`src/hw/rtl/kaa_pkg.sv`:
```
// Shared constants, types and helpers of the k-means assignment unit.
package kaa_pkg;

    localparam int MAX_CLUSTERS = 16;
    localparam int MAX_DIMS     = 16;
    localparam int COORD_W      = 16;
    localparam int COUNT_W      = 16;

    localparam int ACTION_W  = 2;
    localparam int CLUSTER_W = 4;
    localparam int DIM_W     = 4;
    localparam int DIST_W    = 37;
    localparam int SUM_W     = 32;
    localparam int CFG_W     = 5;
    localparam int SQ_W      = 2 * (COORD_W + 1);

    localparam int CL_W   = (MAX_CLUSTERS > 1) ? $clog2(MAX_CLUSTERS) : 1;
    localparam int DM_W   = (MAX_DIMS > 1) ? $clog2(MAX_DIMS) : 1;
    localparam int ADDR_W = CL_W + DM_W;
    localparam int CNT_W  = $clog2(((MAX_CLUSTERS > MAX_DIMS) ? MAX_CLUSTERS : MAX_DIMS) + 1);

    localparam logic [DIST_W-1:0] DIST_MAX = '1;

    typedef enum logic [ACTION_W-1:0] {
        A_CENT  = 2'd0,
        A_POINT = 2'd1,
        A_CLEAR = 2'd2,
        A_READ  = 2'd3
    } t_action;

    typedef enum logic {
        K_ASSIGN = 1'b0,
        K_READ   = 1'b1
    } t_kind;

    typedef enum logic [2:0] {
        S_IDLE,
        S_DIST,
        S_DRAIN,
        S_MIN,
        S_SUM,
        S_SUMW,
        S_RB
    } t_state;

    typedef struct packed {
        logic            cent_wr;
        logic            pbuf_wr;
        logic            accept;
        logic            clear;
        logic            dist_vld;
        logic [CL_W-1:0] dist_k;
        logic            min_vld;
        logic [CL_W-1:0] min_k;
        logic            sum_vld;
        logic [DM_W-1:0] sum_d;
        logic            load_assign;
        logic            load_rb;
    } t_cmd;

    typedef struct packed {
        logic out_busy;
    } t_status;

    // saturate a raw register value into 1..hi
    function automatic logic [CNT_W-1:0] clamp_cfg(input logic [CFG_W-1:0] v, input int hi);
        logic [CNT_W-1:0] r;
        if (v == '0) r = CNT_W'(1);
        else if (int'(v) > hi) r = CNT_W'(hi);
        else r = CNT_W'(v);
        return r;
    endfunction

endpackage

```
`src/hw/rtl/kaa_ctrl.sv`:
```
// Sequencer: configuration registers, phase state machine and loop counters.
module kaa_ctrl (
    input  logic                          i_clk,
    input  logic                          i_rst_n,
    input  logic                          i_cfg_we,
    input  logic                          i_cfg_idx,
    input  logic [kaa_pkg::CFG_W-1:0]     i_cfg_data,
    input  logic                          i_valid,
    input  logic [kaa_pkg::ACTION_W-1:0]  i_action,
    input  logic [kaa_pkg::DIM_W-1:0]     i_dim,
    output logic                          o_ready,
    input  kaa_pkg::t_status              i_status,
    output kaa_pkg::t_cmd                 o_cmd
);
    import kaa_pkg::*;

    t_state           r_state, n_state;
    logic [CNT_W-1:0] r_cnt, n_cnt;
    logic             r_last, n_last;
    logic [CFG_W-1:0] r_dims, r_clusters;
    logic [CNT_W-1:0] nd, nc;
    logic             accept;

    assign nd = clamp_cfg(r_dims, MAX_DIMS);
    assign nc = clamp_cfg(r_clusters, MAX_CLUSTERS);

    always_ff @(posedge i_clk) begin
        if (!i_rst_n) begin
            r_dims     <= CFG_W'(16);
            r_clusters <= CFG_W'(16);
        end else if (i_cfg_we) begin
            if (i_cfg_idx == 1'b0) r_dims <= i_cfg_data;
            else r_clusters <= i_cfg_data;
        end
    end

    always_ff @(posedge i_clk) begin
        if (!i_rst_n) begin
            r_state <= S_IDLE;
            r_cnt   <= '0;
            r_last  <= 1'b0;
        end else begin
            r_state <= n_state;
            r_cnt   <= n_cnt;
            r_last  <= n_last;
        end
    end

    always_comb begin
        n_state = r_state;
        n_cnt   = r_cnt;
        n_last  = r_last;
        o_cmd   = '0;
        o_ready = 1'b0;
        accept  = 1'b0;
        o_cmd.dist_k = r_cnt[CL_W-1:0];
        o_cmd.min_k  = r_cnt[CL_W-1:0];
        o_cmd.sum_d  = r_cnt[DM_W-1:0];
        case (r_state)
            S_IDLE: begin
                o_ready = !i_status.out_busy;
                accept  = o_ready && i_valid;
                o_cmd.accept = accept;
                if (accept) begin
                    case (t_action'(i_action))
                        A_CENT:  o_cmd.cent_wr = 1'b1;
                        A_POINT: begin
                            if (CNT_W'(i_dim) < nd) begin
                                o_cmd.pbuf_wr = 1'b1;
                                n_last  = (CNT_W'(i_dim) == nd - CNT_W'(1));
                                n_cnt   = '0;
                                n_state = S_DIST;
                            end
                        end
                        A_CLEAR: o_cmd.clear = 1'b1;
                        A_READ: begin
                            n_state = S_RB;
                        end
                        default: ;
                    endcase
                end
            end
            S_DIST: begin
                o_cmd.dist_vld = 1'b1;
                if (r_cnt == nc - CNT_W'(1)) begin
                    n_cnt   = '0;
                    n_state = S_DRAIN;
                end else n_cnt = r_cnt + CNT_W'(1);
            end
            // wait for the multiply-accumulate pipe to empty
            S_DRAIN: begin
                if (r_cnt == CNT_W'(1)) begin
                    n_cnt   = '0;
                    n_state = r_last ? S_MIN : S_IDLE;
                end else n_cnt = r_cnt + CNT_W'(1);
            end
            S_MIN: begin
                o_cmd.min_vld = 1'b1;
                if (r_cnt == nc - CNT_W'(1)) begin
                    n_cnt   = '0;
                    n_state = S_SUM;
                end else n_cnt = r_cnt + CNT_W'(1);
            end
            S_SUM: begin
                o_cmd.sum_vld = 1'b1;
                if (r_cnt == nd - CNT_W'(1)) n_state = S_SUMW;
                else n_cnt = r_cnt + CNT_W'(1);
            end
            S_SUMW: begin
                o_cmd.load_assign = 1'b1;
                n_state = S_IDLE;
            end
            S_RB: begin
                o_cmd.load_rb = 1'b1;
                n_state = S_IDLE;
            end
            default: n_state = S_IDLE;
        endcase
    end

endmodule

```
`config.mk`:
```
export PLATFORM = sky130hd
export DESIGN_NAME = kaa_ctrl
export DESIGN_NICKNAME = d
export VERILOG_FILES = /design/src/hw/rtl/kaa_pkg.sv /design/src/hw/rtl/kaa_ctrl.sv
export SDC_FILE = /design/constraint.sdc
export NUM_CORES = 1
export LEC_CHECK = 0
export ABC_AREA = 1
export BUFFER_PORTS_ARGS = -buffer_cell sky130_fd_sc_hd__buf_2
export CAP_MARGIN = 25
export CORE_AREA = 2 2 69 71
export CTS_BUF_LIST = sky130_fd_sc_hd__clkbuf_8
export DETAILED_ROUTE_END_ITERATION = 12
export DIE_AREA = 0 0 71 73
export PLACE_DENSITY = 0.73
export SKIP_CTS_REPAIR_TIMING = 1
export SLEW_MARGIN = 20
export SYNTH_ARGS = -nofsm -noshare
export SYNTH_HDL_FRONTEND = slang
export SYNTH_SLANG_ARGS = --single-unit
export TNS_END_PERCENT = 30
```
`constraint.sdc`:
```
create_clock -name i_clk -period 3.7 [get_ports i_clk]
set_input_delay 0.37 -clock i_clk [delete_from_list [all_inputs] [get_ports i_clk]]
set_output_delay 0.37 -clock i_clk [all_outputs]
set_load 0.005 [all_outputs]
```
# Yosys cells after proc, flatten, opt, wreduce, memory -nomap -nowiden
# Index checks and enable logic that the tools add are counted.
[word_totals]
word_cells = 81
inputBits = 17
output_inout_bits = 22
reg_bits = 19
[op_classes]
n_addsub = 3
muxes = 33
n_eq_ne = 23
n_bitwise = 1
n_lt_le_gt_ge = 3
n_reduce_logical = 13
[ops]
columns = ["operator", "n"]
rows = [
  ["2-to-1 mux 5 bit", 10],
  ["case mux 5 bit (4 select lines)", 1],
  ["2-to-1 mux 3 bit", 6],
  ["case mux 3 bit (5 select lines)", 1],
  ["inequality test 2 bit, second input constant", 7],
  ["2-to-1 mux 1 bit", 11],
  ["== test 5 bit", 2],
  ["> comparator 5 bit, second input constant", 2],
  ["zero test 5 bit", 2],
  ["subtractor 5 x 1 -> 5 bit, second input constant", 2],
  ["== test 3 bit, second input constant", 3],
  ["AND reduction 7 bit", 1],
  ["== test 3 x 2 -> 1 bit, second input constant", 2],
  ["case mux 3 bit (2 select lines)", 1],
  ["adder 5 x 1 -> 5 bit, second input constant", 1],
  ["== test 4 x 5 -> 1 bit", 1],
  ["== test 5 x 1 -> 1 bit, second input constant", 1],
  ["< comparator 4 x 5 -> 1 bit", 1],
  ["AND reduction 5 bit", 1],
  ["== test 2 bit, second input constant", 2],
  ["2-to-1 mux 2 bit", 2],
  ["2-to-1 mux 4 bit", 1],
  ["AND reduction 2 bit", 2],
  ["AND reduction 4 bit", 1],
  ["other kinds (12)", 12],
]

# Longest topological paths before layout
[logic_depth]
ltp_word = 8
mapped_depth = 19
ltp_nobuf = 19

# Least setup slack after synthesis
# OpenSTA, ideal clock, no wires.
[synth_path]
path_kind = "register to register"
from = "register r_clusters[2]"
to = "register r_state[2]"
stages_incl_launch_ff = 16
t_arrival_ps = 1915
setup_time_ps = 113
setup_slack_ps = 1673
required_ps = 3587
path_cell_list = "dfxtp_1 > nor2_2 > nand2_1 > a21oi_1 > inv_1 > ha_1 > xor2_1 > nand2_1 > nor2_1 > nand2_1 > nor2_2 > nand3_2 > a21oi_2 > nand3_1 > nand2_1 > nor2_1"
[synth_between]
elab_chain_len = 7
elab_cells_between_ends = 9
cone_classes = "add/sub (1); order compare (1); eq/ne (3); mux (2); reduce/logical (2)"
[synth_rtl]
columns = ["element", "line", "source"]
rows = [
  ["from (decl)", "kaa_ctrl.sv:20", "logic [CFG_W-1:0] r_dims, r_clusters;"],
  ["from (signal assigned)", "kaa_ctrl.sv:33", "else r_clusters <= i_cfg_data;"],
  ["> comparator 5 bit", "kaa_pkg.sv:69", "else if (int'(v) > hi) r = CNT_W'(hi);"],
  ["2-to-1 mux 5 bit", "kaa_pkg.sv:69", ""],
  ["2-to-1 mux 5 bit *", "kaa_pkg.sv:68", "if (v == '0) r = CNT_W'(1);"],
  ["subtractor 5 x 1 -> 5 bit *", "kaa_ctrl.sv:85, kaa_ctrl.sv:99", ""],
  ["== test 5 bit *", "kaa_ctrl.sv:85, kaa_ctrl.sv:99", ""],
  ["inequality test 2 bit (no source line)", "--", ""],
  ["AND reduction 7 bit (no source line) *", "--", ""],
  ["to (signal assigned)", "kaa_ctrl.sv:43", "r_state <= n_state;"],
  ["to (decl)", "kaa_ctrl.sv:17", "t_state r_state, n_state;"],
]
# Mark *: on every way between the ends. The rest lies on a longest branch, timed or not.
# A chain may end at the register's enable or synchronous reset.

==> flow_metrics.py <==
metrics = {
    "worst_setup_path": {
        "cp_slowest_cell": "dfxtp_1",
        "worstPathRequired_ns": 3.33,
        "cp_max_fo": 8,
        "r2r_cells": 15,
        "r2r_slack_ns": 1.42,
        "arrival_ns": 1.98,
        "regToRegEndpoint": "r_state[1]",
        "cpPeakStageDelay_ns": 0.35,
        "critical_path.cell_chain": "inv_2 > nand2_4 > ha_1 > nand2_1 > inv_1 > o21ai_0 > o211ai_1 > nor2_1 > nand2_1 > nor2_1 > buf_2",
        "cp-start-kind": "flop",
        "crit_path_end_kind": "primary output",
        "r2r-start": "r_clusters[2]",
        "crit_type": "flop to primary output",
    },
    "route": {
        "wire_per_inst_um": 9.94,
        "post_drt_via_cell_ratio": 4.79,
        "drt-pass1-iter-count": 4,
        "wl_um": 3660,
        "drt_iter0_drc": 108,
        "drc": 0,
        "ant_nets": 0,
        "vias": 1762,
    },
    "worst_hold_path": {
        "worstHoldPathType": "primary input to flop",
        "min_delay_path_depth": 3,
        "worstHoldStart": "i_cfg_data[2]",
        "hold_end": "r_dims[2]",
    },
    "floorplanning": {
        "coreArea_um2": 4540,
        "placementRows": 25,
        "die_h_um": 73,
        "die-area_um2": 5180,
        "io_pins": 39,
        "initial_core_util_pct": 38.0,
        "die_w_um": 71,
    },
    "clocking": {
        "numCtsBuffers": 3,
        "cts.sinks": 19,
        "cts_tree": "built",
        "clock_latency_ns": 0.26,
        "clock-root-buffer": "clkbuf_8",
        "clk_path_buf_depth": 2,
        "clkSlewWorstSetupHoldPaths_ns": 0.07,
        "htree_levels": 1,
    },
    "grt": {
        "track_usage_pct": 15.8,
        "grt_pass1_wl_um": 6690,
        "grt_max_degree": 20,
        "grt_pass1_vias": 1680,
        "grt-ovfl-total": 0,
        "antenna_found_initial": 0,
    },
    "placement": {
        "portBuffers": 38,
        "hpwl_um": 2990,
        "globalplace.congestion": 0.828,
        "dp_slack_ns": 1.45,
    },
    "logic_synthesis": {
        "ys.flop_type": "dfxtp_1",
        "synth_top_area_cell": "dfxtp_1",
        "syn_area_um2": 1720,
        "postSynthAreaPerCell_um2": 6.04,
        "synth_edf_count": 0,
        "synth_top_area_share_pct": 22.1,
        "yosysMostFrequentCell": "nand2_1",
        "ys_seq_elements": 19,
        "yosys-top-cells-area": "dfxtp_1 (22%), nand2_1 (13%), nor2_1 (11%), nand3_1 (9.9%), inv_1 (7.6%)",
        "ys_top_cells_by_count": "nand2_1 (61), nor2_1 (49), inv_1 (35)",
        "syn_nets": 310,
        "netlist_instances": 285,
        "ys_async_sr_fraction_pct": 0,
        "synth_cell_types": 29,
        "ys_warn_count": 0,
        "yosysSeqAreaShare_pct": 22.1,
    },
    "final_layout": {
        "drive_above_1_share_pct": 20.1,
        "area_growth_pct": 12.1,
        "layout.nets": 340,
        "diodes": 0,
        "fin_util_pct": 42.6,
    },
    "job": {
        "cap_violations": 0,
    },
    "sta": {
        "worst_pin_slew_ns": 0.595,
        "tns_ns": 0,
        "rsz0062_at_grt": "false",
        "slew_headroom_pct": 60.2,
        "fmax_mhz": 426,
        "setup_viol": 0,
        "slew_violations": 0,
        "fin_crit_sh_pct": 63.4,
        "hold_violations": 0,
        "min_period_ns": 2.35,
        "fin_ws_ns": 1.35,
        "finalClockSkew_ns": 0.00651,
    },
    "outcome": {
        "outcome": "finished clean",
    },
    "pwr": {
        "irDropWorstVdd_mv": 0.179,
        "leakage_nw": 1.03,
        "powerDensity_nw_per_um2": 639,
    },
}
per-stage QoR:
stage / hold slack [ns] / instances / area (µm²) / power, W
2_1_floorplan: 0.443 / 285 / 1720 / 0.000964
3_3_place_gp: 0.458 / 364 / 1890 / 0.00108
3_5_place_dp: 0.484 / 364 / 1890 / 0.00110
4_1_cts: 0.350 / 368 / 1930 / 0.00124
5_1_grt: 0.373 / 368 / 1930 / 0.00138
6_report: 0.352 / 368 / 1930 / 0.00123
kinds of logic after synthesis:
kind of cell,count (synthesis),synth area share [%]
and+or+nand+nor,165,43.0
xor gates and xnor gates,8,4.51
adders and majority gates,8,5.81
buffers and inverters,52,14.0
DFF,19,22.1
AOI/OAI and AO/OA,33,10.7
metal layers:
metal	wire (µm)	GRT usage, %	up-vias
met5	0	0	-
met4	31	5.24	0
met3	156	3.73	4
met2	1780	27.9	43
met1	1690	18.8	760
li1	-	-	955
layout by cell type, fill, tap and decap left out, drive strengths merged:
cell type / netlist / layout
nand2: 69 / 69
nor2: 53 / 53
inv: 39 / 40
buf: 12 / 38
nand3: 35 / 35
dfxtp: 19 / 19
o21ai: 18 / 18
a21oi: 11 / 11
ha: 8 / 8
xor2: 7 / 7
nor3: 4 / 4
o211ai: 3 / 3
clkbuf: 1 / 3
nor4: 1 / 1
nand4: 1 / 1
nor3b: 1 / 1
xnor2: 1 / 1
or2: 1 / 1
o2111ai: 1 / 1
flip-flops by register name (all words and copies together), names as in the netlist:
| name | flops |
|---|---|
| r_last | 1 |
| r_state | 3 |
| r_cnt | 5 |
| r_clusters | 5 |
| r_dims | 5 |
critical path: cells and delay by family (launching register included):
kind                       cells  cell delay (ns)
AOI/OAI and AO/OA              2             0.27
buffers and inverters          3             0.33
and+or+nand+nor                5             0.49
adders and majority gates      1             0.29
DFF                            1             0.35
report_power, final:
part,total [W],switching [W],internal [W]
clock network,0.000146,0.0000724,0.0000739
registers,0.000343,0.0000870,0.000256
logic,0.000746,0.000460,0.000286
total,0.00123,0.000619,0.000616
final cells by class:
class	count	area (µm²)
flip-flops and latches	19	380
repair buffers	38	190
inverters	39	146
clock inverters	1	3.75
clock buffers	3	41.3
multi-input cells	214	1100
well taps	54	67.6
fillers	479	2610
worst max path at each step:
stage | start | end | slack (ns) | cells past startpoint
after floorplan | r_clusters[2] | r_state[2] | 1.67 | 15
after global placement | r_clusters[2] | r_state[2] | 1.56 | 15
after detailed placement | r_clusters[2] | r_state[1] | 1.45 | 15
after CTS | r_dims[3] | o_cmd[19] | 1.33 | 12
after global routing | r_clusters[3] | r_state[1] | 1.11 | 17
final | r_dims[4] | o_cmd[19] | 1.35 | 11
(Power assumes the default switching activity.)
